===== src/rtl/sent_pkg.sv =====
// ----------------------------------------------------------------------------
// SENT capture batcher package
// Shared codes, widths and the command record passed from front to back.
// ----------------------------------------------------------------------------
package sent_pkg;

  // Input mode codes.
  localparam logic [2:0] MODE_EDGE     = 3'd0;
  localparam logic [2:0] MODE_OVERFLOW = 3'd1;
  localparam logic [2:0] MODE_POLL     = 3'd2;
  localparam logic [2:0] MODE_START    = 3'd3;
  localparam logic [2:0] MODE_STOP     = 3'd4;

  // Result status codes.
  localparam logic [1:0] ST_VALID       = 2'd0;
  localparam logic [1:0] ST_EMPTY       = 2'd1;
  localparam logic [1:0] ST_SMALL       = 2'd2;
  localparam logic [1:0] ST_NOT_RUNNING = 2'd3;

  // Configuration register indexes.
  localparam logic [2:0] CFG_PERIOD = 3'd0;
  localparam logic [2:0] CFG_MUL    = 3'd1;
  localparam logic [2:0] CFG_BATCH  = 3'd2;
  localparam logic [2:0] CFG_DEPTH  = 3'd3;
  localparam logic [2:0] CFG_SYNC   = 3'd4;

  // Fraction width of the Q12 conversion.
  localparam int FRAC_BITS = 12;

  // One classified command waiting for the back end.
  typedef struct packed {
    logic [2:0]  kind;
    logic [15:0] cap;
    logic [4:0]  capacity;
  } cmd_t;

endpackage


===== src/rtl/sent_front.sv =====
// ----------------------------------------------------------------------------
// SENT capture front end
// Accepts input transfers, drops unknown modes and queues the rest in a
// two-entry command FIFO for the back end.
// ----------------------------------------------------------------------------
module sent_front (
  input  logic                clk,
  input  logic                rst,
  input  logic                in_valid,
  output logic                in_ready,
  input  logic [2:0]          mode,
  input  logic [15:0]         captured_count,
  input  logic [4:0]          capacity,
  output logic                cmd_valid,
  output sent_pkg::cmd_t      cmd,
  input  logic                cmd_pop
);

  sent_pkg::cmd_t fifo [2];
  logic           wptr;
  logic           rptr;
  logic [1:0]     fill;
  logic           known;
  logic           push;

  // Classify the mode; unknown codes are accepted and discarded.
  always_comb begin
    unique case (mode)
      sent_pkg::MODE_EDGE, sent_pkg::MODE_OVERFLOW, sent_pkg::MODE_POLL,
      sent_pkg::MODE_START, sent_pkg::MODE_STOP: known = 1'b1;
      default: known = 1'b0;
    endcase
  end

  assign in_ready  = (fill != 2'd2);
  assign push      = in_valid && in_ready && known;
  assign cmd_valid = (fill != 2'd0);
  assign cmd       = fifo[rptr];

  // Command FIFO storage.
  always_ff @(posedge clk) begin
    if (push) begin
      fifo[wptr] <= '{kind: mode, cap: captured_count, capacity: capacity};
    end
  end

  // FIFO pointers and fill level.
  always_ff @(posedge clk) begin
    if (rst) begin
      wptr <= 1'b0;
      rptr <= 1'b0;
      fill <= 2'd0;
    end else begin
      if (push) begin
        wptr <= ~wptr;
      end
      if (cmd_pop) begin
        rptr <= ~rptr;
      end
      fill <= fill + 2'(push) - 2'(cmd_pop);
    end
  end

endmodule


===== config.mk =====
export PLATFORM = sky130hd
export DESIGN_NAME = sent_front
export DESIGN_NICKNAME = d
export VERILOG_FILES = /design/src/rtl/sent_pkg.sv /design/src/rtl/sent_front.sv
export SDC_FILE = /design/constraint.sdc
export NUM_CORES = 1
export LEC_CHECK = 0
export BUFFER_PORTS_ARGS = -buffer_cell sky130_fd_sc_hd__buf_4
export CORE_UTILIZATION = 51
export CTS_BUF_LIST = sky130_fd_sc_hd__clkbuf_2 sky130_fd_sc_hd__clkbuf_4 sky130_fd_sc_hd__clkbuf_8
export DETAILED_ROUTE_END_ITERATION = 7
export GPL_TIMING_DRIVEN = 0
export PLACE_DENSITY = 0.77
export SETUP_SLACK_MARGIN = 0.4
export SYNTH_ARGS = -nofsm -noshare
export SYNTH_HDL_FRONTEND = slang
export SYNTH_SLANG_ARGS = --single-unit

===== constraint.sdc =====
create_clock -name clk -period 2.4 [get_ports clk]
set_clock_uncertainty 0.05 [all_clocks]
set_input_delay 0.12 -clock clk [delete_from_list [all_inputs] [get_ports clk]]
set_output_delay 0.12 -clock clk [all_outputs]
set_load 0.005 [all_outputs]

==> results of run 1 <==
registers in the layout, summed over array words and instances (netlist names), named ones only:
register / cells
wptr: 1
fifo: 48
fill: 2
rptr: 1
per-stage QoR:
| stage | total power [mW] | TNS (ns) | hold slack, ns | worst slack [ns] | utilization [%] |
|---|---|---|---|---|---|
| detailed placement | 1.49 | 0 | 0.259 | 0.538 | 67.2 |
| global placement | 1.46 | -8.40 | 0.256 | -0.183 | 66.3 |
| finish | 2.08 | 0 | 0.0484 | 0.503 | 77.3 |
| floorplan | 1.31 | 0 | 0.142 | 0.314 | - |
| CTS | 2.09 | 0 | 0.0398 | 0.417 | 77.0 |
| global route | 2.16 | 0 | 0.0561 | 0.404 | 77.3 |
kinds of logic (layout without fill, tap and decap cells):
family / after synthesis / count (layout) / share of synthesized area, %
AOI/OAI and AO/OA: 1 / 1 / 0.441
xor gates and xnor gates: 3 / 3 / 1.32
adders and majority gates: 2 / 2 / 1.26
buffers and inverters: 5 / 93 / 2.08
DFF: 53 / 53 / 77.6
muxes: 25 / 25 / 14.5
and+or+nand+nor: 11 / 11 / 2.77
cell type report:
class / count / area (µm²)
plain buffers: 3 / 33.8
clock buffers: 5 / 68.8
clock inverters: 3 / 41.3
fillers: 238 / 838
inverters: 2 / 7.51
multi-input cells: 42 / 419
flip-flops and latches: 53 / 1540
well taps: 48 / 60.1
repair buffers: 80 / 678
metal layers:
metal / global-route usage, % / vias up
li1: - / 548
met1: 20.2 / 550
met3: 4.40 / 7
met2: 33.9 / 31
met5: 0 / -
met4: 7.50 / 0
worst max-delay path, delay by kind of cell:
kind	cells	cell delay, ns
XOR/XNOR	2	0.29
AO/OA/AOI/OAI	1	0.13
adder cells (fa/ha/maj)	2	0.51
buffers and inverters	3	0.73
AND/OR/NAND/NOR	2	0.26
timing repair:
action	CTS	global route
hold buffers	25	0
endpoints found under the hold margin	52	0
endpoints found under the setup margin	0	26
gates resized for setup	0	2
power groups by stage:
stage	clock [mW]	sequential [mW]	combinational [mW]
CTS	0.585	1.12	0.386
finish	0.571	1.12	0.386
detailed placement	0	1.14	0.352
global placement	0	1.14	0.327
global route	0.607	1.13	0.419
floorplan	0	1.13	0.174
worst min-delay path by stage:
stage / endpoint / startpoint / depth (start not counted)
4_1_cts: flip-flop / cmd_pop / 3
6_report: flip-flop / cmd_pop / 3
3_5_place_dp: fifo[0][6] / captured_count[1] / 1
3_3_place_gp: fifo[0][18] / captured_count[13] / 1
2_1_floorplan: fill[0] / rst / 1
5_1_grt: flip-flop / cmd_pop / 3
placed cells by master (no fill, tap or decap):
cell type and instances:
buf_4 53, buf_6 3, buf_8 2, bufinv_16 1
clkbuf_8 5, clkinv_1 1, clkinvlp_4 1, dfxtp_1 5
dlygate4sd3_1 25, edfxtp_1 48, ha_1 2, inv_1 2
mux2_2 23, mux2_4 2, nand2b_1 1, nand3_2 1
nor2_1 5, nor2_4 2, nor2b_1 1, o21ai_2 1
or2_2 1, xnor2_1 2, xor2_1 1
==> impl_metrics.toml, run 1 <==
[synth]
synth_cell_types = 15
ys_ff_latch = 53
synth_commonest_cells = "48 x edfxtp_1, 23 x mux2_2, 7 x nor2_1"
yosys_warnings = 0
ys_seq_area_share_pct = 77.6
synthFlopType = "edfxtp_1"
syn_nets = 130
synth-edff-count = 48
synth_area_leaders = "edfxtp_1 73%, mux2_2 13%, dfxtp_1 5.0%, buf_6 1.7%, mux2_4 1.5%"
synth-async-reset-ratio_pct = 0
netlist_instances = 100
yosysMostFrequentCell = "edfxtp_1"
syn_area_per_cell_um2 = 19.9
synth_area_leader_cell = "edfxtp_1"
yosysTopAreaCellShare_pct = 72.5
synth_area_um2 = 1990

[clock_network]
clkLatencyLatePin_ns = 0.29
cts_buffer_depth = 2
postCtsSetupRepairBufs = 0
cts_buffers = 5
clk_pin_slew_worst_paths_ns = 0.08
htreeDepth = 2
clock_sinks = 53
clockRootBuffer = "clkbuf_8"
cts_tree = "done"

[placement]
dpl.hpwl_mm = 2.23
gp_congestion = 0.642
postPlaceCellArea_um2 = 2480
io_buffers = 53
placed_cells = 203

[global_routing]
grt-ovfl-total = 0
grt_max_degree = 17
antenna_found_initial = 0
grt_pass1_wl_mm = 5.46
grt_pass1_vias = 1204
grtUsageTotal_pct = 18.4

[route]
dr.pass1.iters = 4
routed-via-count = 1136
wl_per_cell_um = 14.8
drt-initial-drc-count = 33
top_layer = "met4"
viasPerCell = 4.81
ant_nets = 0
drc_errors = 0
wl_met1_mm = 1.36
drt-total-wl_mm = 3.50
wl_met2_mm = 1.94
wl_met3_um = 140

[power]
internal_power_mw = 1.63
seqPwrFrac_pct = 53.9
p_leak_nw = 1.09
power.switching_mw = 0.444
power_frac_clock_pct = 27.5
irDropWorstVdd_mv = 0.653
combPwrFrac_pct = 18.6
p_per_area_nw_per_um2 = 729
p_sw_share_pct = 21.4

[timing]
min_period_ns = 1.90
finalHoldViolCount = 0
slew_viol_final = 0
max_slew_margin_pct = 73.0
fmax_ghz = 0.527
setup_viol = 0
fin_crit_sh_pct = 79.0
tightest_slew_ns = 0.405
rsz0062_at_grt = "no"

[floorplanning]
core_um2 = 3690
start_util_pct = 53.9
num_io_pins = 54
die_h_um = 64.4
die_x_um = 64.4
rows = 22
dieArea_um2 = 4150

[finish]
nets = 217
final_layout_size_suffix_gt1_share_pct = 50.5
final_cells = 236
final_cell_area_um2 = 2850
antenna_cells = 0
syn_to_final_growth_pct = 43.5

[worst_setup_path]
startpoint = "mode[1]"
rrSetupSlack_ns = 0.61
r2r_end = "fill[1]"
setup.worst_path.end = "fill[1]"
timing.rr.start = "fill[0]"
crit_type = "in -> reg"
cp_slowest_cell = "dlygate4sd3_1"
crit_fanout = 4
crit_path_end_kind = "flip-flop"
crit_required_ns = 2.54
worstSetupStartpointType = "primary input"
slowest_delay_ns = 0.54
arrival_ns = 2.04
crit_chain = "dlygate4sd3_1, buf_4, o21ai_2, nand3_2, ha_1, inv_1, ha_1, xor2_1, xnor2_1, nor2_1"
cpMostUsedCell = "ha_1"
rr_worst_depth = 8

[flow_run]
cap_violations = 0

[min_path]
hold_path.class = "in -> reg"

[outcome]
status = "finished, final reports clean"
No activity file was read; power rests on OpenSTA's default activity.
==> run 2, diff against run 1 <==
==> constraint.sdc (replaced) <==
create_clock -name clk -period 1.81 [get_ports clk]
set_clock_uncertainty 0.05 [all_clocks]
set_input_delay 0.0905 -clock clk [delete_from_list [all_inputs] [get_ports clk]]
set_output_delay 0.0905 -clock clk [all_outputs]
set_load 0.005 [all_outputs]
==> run 2 against run 1 <==
Effect of this change: cell area increased by 12%; largest cell class unchanged; register-to-register slack got worse by 0.39 ns; cell count increased by 3.8%; core utilization increased by 9.3 points.
==> impl_metrics.toml, run 2 (synthesis gave the netlist of run 1 again) <==
[finish]
final_common_cell = "edfxtp_1"
fillCellCount = 163
final_layout_size_suffix_gt1_share_pct = 56.9
antenna_cells = 0
nets = 226
final_core_util_pct = 86.6
largest_reg_flops = 48
syn_to_final_growth_pct = 60.7
max_flop_register = "fifo"
top_regs = "fifo: 48 flops, fill: 2 flops"
mostFrequentLayoutCells = "48 x edfxtp_1, 33 x buf_4, 27 x buf_6"

[power]
total_power_mw = 2.90
combPwrFrac_pct = 26.3
power.switching_mw = 0.676
seqPwrFrac_pct = 51.7
p_leak_nw = 1.28
power_frac_clock_pct = 22.0
irDropWorstVdd_mv = 0.701
p_per_area_nw_per_um2 = 909
p_sw_share_pct = 23.3
internal_power_mw = 2.23

[min_path]
hold_start = "cmd_pop"
hold_path.class = "in -> reg"
min_path_cells = 3

[route]
routed-via-count = 1196
dr.pass1.iters = 4
drc_errors = 0
ant_nets = 0
drt-initial-drc-count = 23
drt-total-wl_mm = 4.45
viasPerCell = 4.88
wl_per_cell_um = 18.2

[timing]
min_period_ns = 1.60
slew_viol_final = 0
fin_crit_sh_pct = 88.4
tightest_slew_ns = 0.690
rsz0062_at_grt = "yes"
max_slew_margin_pct = 53.9
fin_tns_setup_ns = 0
fmax_ghz = 0.625
finalHoldViolCount = 0
setup_viol = 0

[clock_network]
clk_pin_slew_worst_paths_ns = 0.08
cts_buffers = 5
cts_buffer_depth = 2
clock_sinks = 53
clockRootBuffer = "clkbuf_8"
cts_tree = "done"
htreeDepth = 2
clkLatencyLatePin_ns = 0.30

[global_routing]
grtUsageTotal_pct = 21.7
antenna_found_initial = 0
grt_pass1_wl_mm = 6.22
grt-ovfl-total = 0
grt_pass1_vias = 1294
grt_max_degree = 25

[worst_setup_path]
crit_required_ns = 1.67
rr_worst_depth = 8
timing.rr.start = "fill[0]"
rrSetupSlack_ns = 0.22
crit_path_end_kind = "primary output"
crit_fanout = 5
crit_type = "reg -> out"
arrival_ns = 1.46
worstSetupStartpointType = "flip-flop"
r2r_end = "fill[1]"

[floorplanning]
die_x_um = 64.4
core_um2 = 3690
start_util_pct = 53.9
num_io_pins = 54
die_h_um = 64.4
rows = 22
dieArea_um2 = 4150

[flow_run]
cap_violations = 0

[placement]
io_buffers = 53
gp_congestion = 0.638
dpl.hpwl_mm = 2.06

[outcome]
status = "finished, final reports clean"
[run 2: cell types whose count changed in the layout (fill, tap and decap cells not counted), moves of 20 or more]
cell | previous run | this run
mux2_2 | 23 | 0
buf_6 | 3 | 27
mux2_4 | 2 | 25
buf_4 | 53 | 33
[run 2: through the flow]
step                      cell area (µm²)  instances  setup WS [ns]  hold slack [ns]
final                                3190        245          0.210           0.0212
after CTS                            3110        243          0.212           0.0276
after global placement               2490        201          0.231            0.226
after floorplan                      2030        100          0.297            0.105
after detailed placement             2490        201          0.189            0.228
after global routing                 3190        245          0.129           0.0521
[run 2: power groups by stage]
stage	combinational (mW)	sequential, mW	clock (mW)
floorplan	0.256	1.51	0
global placement	0.462	1.51	0
detailed placement	0.476	1.52	0
CTS	0.691	1.49	0.631
global route	0.808	1.51	0.693
finish	0.763	1.50	0.638
[run 2: cell type report]
type,count,area (µm²),share of cell area (%)
buffer,3,41.3,1.29
clock buffer,6,76.3,2.39
clock inverter,2,10.0,0.313
inverter,2,7.51,0.235
multi-input combinational,42,553,17.3
sequential,53,1540,48.4
tap,48,60.1,1.88
timing repair buffer,89,901,28.2
[run 2: what timing repair did]
action,in CTS,in global routing
setup endpoints to repair,70,74
pin swaps,2,3
resized for setup,42,16
hold buffers,25,0
hold endpoints to repair,52,0
gates cloned,2,0
setup buffers,7,2
[run 2: worst max-delay path by stage]
stage | slack [ns] | startpoint | cells after the start | endpoint
after floorplan | 0.30 | fill[0] | 8 | fill[1]
final | 0.21 | flip-flop | 5 | cmd[3]
after CTS | 0.21 | fill[0] | 3 | fifo[1][9]
after detailed placement | 0.19 | fill[0] | 3 | fifo[1][13]
after global routing | 0.13 | fill[0] | 8 | fill[1]
after global placement | 0.23 | fill[0] | 3 | fifo[0][13]
[run 2: critical path, cell delays in order, from the launching register on]
cell and delay, ns:
dfxtp_2 0.32, buf_6 0.13, buf_12 0.13, buf_16 0.13
mux2_4 0.32, buf_6 0.13
[run 2: routing by layer]
| layer | wire, µm | vias up | track usage, % | share of wire, % |
|---|---|---|---|---|
| li1 | - | 568 | - | - |
| met1 | 1770 | 579 | 24.5 | 40 |
| met2 | 2410 | 37 | 38.7 | 54 |
| met3 | 154 | 12 | 4.40 | 3.5 |
| met4 | 117 | 0 | 10.8 | 2.6 |
| met5 | 0 | - | 0 | 0 |
==> run 3, diff against run 2 <==
--- a/config.mk
+++ b/config.mk
@@ -6,11 +6,12 @@
 export NUM_CORES = 1
 export LEC_CHECK = 0
 export BUFFER_PORTS_ARGS = -buffer_cell sky130_fd_sc_hd__buf_4
-export CORE_UTILIZATION = 51
-export CTS_BUF_LIST = sky130_fd_sc_hd__clkbuf_2 sky130_fd_sc_hd__clkbuf_4 sky130_fd_sc_hd__clkbuf_8
+export CAP_MARGIN = 20
+export CORE_UTILIZATION = 45
+export CTS_BUF_LIST = sky130_fd_sc_hd__clkbuf_16
 export DETAILED_ROUTE_END_ITERATION = 7
 export GPL_TIMING_DRIVEN = 0
-export PLACE_DENSITY = 0.77
+export PLACE_DENSITY = 0.69
 export SETUP_SLACK_MARGIN = 0.4
 export SYNTH_ARGS = -nofsm -noshare
 export SYNTH_HDL_FRONTEND = slang
==> run 3 against run 2 <==
Effect of this change: global-route usage shrank 3.0 points; highest routed layer unchanged; hold slack gained 0.045 ns; die area grew 13%; core utilization shrank 6.0 points; sequential share of layout area shrank 1.7 points; critical path depth grew 3.
==> impl_metrics.toml, run 3 (synthesis gave the netlist of run 1 again) <==
[outcome]
status = "finished, final reports clean"

[route]
wl_per_cell_um = 17.0
drt-initial-drc-count = 96
ant_nets = 0
routed-via-count = 1234
viasPerCell = 4.90
drc_errors = 0
drt-total-wl_mm = 4.28
dr.pass1.iters = 4

[floorplanning]
rows = 23
num_io_pins = 54
dieArea_um2 = 4690
start_util_pct = 48.3
core_um2 = 4120
die_h_um = 68.5
die_x_um = 68.5

[worst_setup_path]
crit_chain = "nand2b_4, nand3_4, ha_4, inv_2, ha_4, xor2_1, xnor2_1, nor2_1"
slowest_delay_ns = 0.33
crit_fanout = 5
arrival_ns = 1.72
crit_type = "reg -> reg"
cp_slowest_cell = "dfxtp_2"
crit_required_ns = 1.93
cp_top_family = "adder cells"
crit_path_end_kind = "flip-flop"
worstSetupStartpointType = "flip-flop"
cp.buffers_inverters = 1
cpMostUsedCell = "ha_4"

[finish]
max_flop_register = "fifo"
mostFrequentLayoutCells = "48 x edfxtp_1, 36 x buf_4, 27 x buf_6"
final_layout_size_suffix_gt1_share_pct = 57.9
nets = 231
top_regs = "fifo: 48 flops, fill: 2 flops"
antenna_cells = 0
final_core_util_pct = 80.5
largest_reg_flops = 48
syn_to_final_growth_pct = 66.8
final_common_cell = "edfxtp_1"
final_cells = 252

[timing]
finalHoldViolCount = 0
setup_viol = 0
tightest_slew_ns = 0.640
fin_hold_ws_ns = 0.0663
fin_crit_sh_pct = 88.0
fmax_ghz = 0.628
slew_viol_final = 0
max_slew_margin_pct = 57.3
min_period_ns = 1.59
fin_tns_setup_ns = 0
rsz0062_at_grt = "yes"
setup_ws_ns = 0.217

[clock_network]
cts_buffer_depth = 2
clk_pin_slew_worst_paths_ns = 0.06
clock_sinks = 53
clkLatencyLatePin_ns = 0.29
htreeDepth = 2
clockRootBuffer = "clkbuf_16"
cts_buffers = 5
cts_tree = "done"

[placement]
dp_slack_ns = 0.165
gp_congestion = 0.632
dpl.hpwl_mm = 2.25
io_buffers = 53
placed_cells = 203

[power]
power_frac_clock_pct = 31.7
p_leak_nw = 1.33
p_per_area_nw_per_um2 = 1010
power.switching_mw = 0.731
p_sw_share_pct = 21.9
combPwrFrac_pct = 23.3
seqPwrFrac_pct = 45.1
internal_power_mw = 2.60
irDropWorstVdd_mv = 0.627

[flow_run]
cap_violations = 0

[global_routing]
grt-ovfl-total = 0
antenna_found_initial = 0
grt_pass1_wl_mm = 5.91
grt_max_degree = 17
grt_pass1_vias = 1305
grtUsageTotal_pct = 18.7

[min_path]
hold_path.class = "in -> reg"
==> run 3: area by class of cell <==
cell class	count	area [µm²]
Buffer	3	41.3
Clock buffer	5	125
Clock inverter	3	41.3
Fill cell	204	801
Inverter	2	7.51
Multi-Input combinational cell	44	566
Sequential cell	53	1550
Tap cell	50	62.6
Timing Repair Buffer	92	926
==> run 3: path summary, 6_finish.rpt <==
path | from | endpoint | slack [ns] | depth (start not counted)
worst max-delay path | fill[0] | fill[1] | 0.22 | 8
worst min-delay path | cmd_pop | rptr | 0.07 | 3
worst max register to register | fill[0] | fill[1] | 0.22 | 8
worst min register to register | rptr | rptr | 0.50 | 2
==> run 3: per-layer routing <==
| metal | global-route usage (%) | up-vias | wire [µm] |
|---|---|---|---|
| met1 | 19.6 | 615 | 1660 |
| met2 | 32.8 | 32 | 2360 |
| met3 | 6.00 | 9 | 165 |
| met4 | 9.90 | 0 | 89 |
| li1 | - | 578 | - |
| met5 | 0 | - | 0 |
==> run 3: power groups by stage <==
| stage | combinational, mW | sequential (mW) | clock, mW |
|---|---|---|---|
| final | 0.775 | 1.50 | 1.06 |
| after global routing | 0.832 | 1.51 | 1.11 |
| after CTS | 0.671 | 1.50 | 1.06 |
| after detailed placement | 0.482 | 1.52 | 0 |
| after global placement | 0.465 | 1.51 | 0 |
| after floorplan | 0.256 | 1.51 | 0 |
==> run 3: worst register-to-register path, delay by kind of cell, from the launching register on <==
kind                     cells  cell delay [ns]
flip-flops                   1             0.33
XOR/XNOR                     2             0.31
buffers and inverters        1             0.04
adder cells (fa/ha/maj)      2             0.43
AND/OR/NAND/NOR              3             0.31
==> run 3: repair_timing <==
item,in CTS,in global routing
endpoints found under the setup margin,70,74
pin swaps,5,2
cloned,3,1
hold buffers,25,0
gates resized for setup,25,31
hold endpoints to repair,52,0
setup buffers,10,2
==> run 3: metrics by stage <==
step                      power (mW)  instance area, µm²
final                           3.33                3310
after global routing            3.46                3310
after CTS                       3.23                3140
after detailed placement        2.00                2490
after global placement          1.98                2490
after floorplan                 1.76                2030
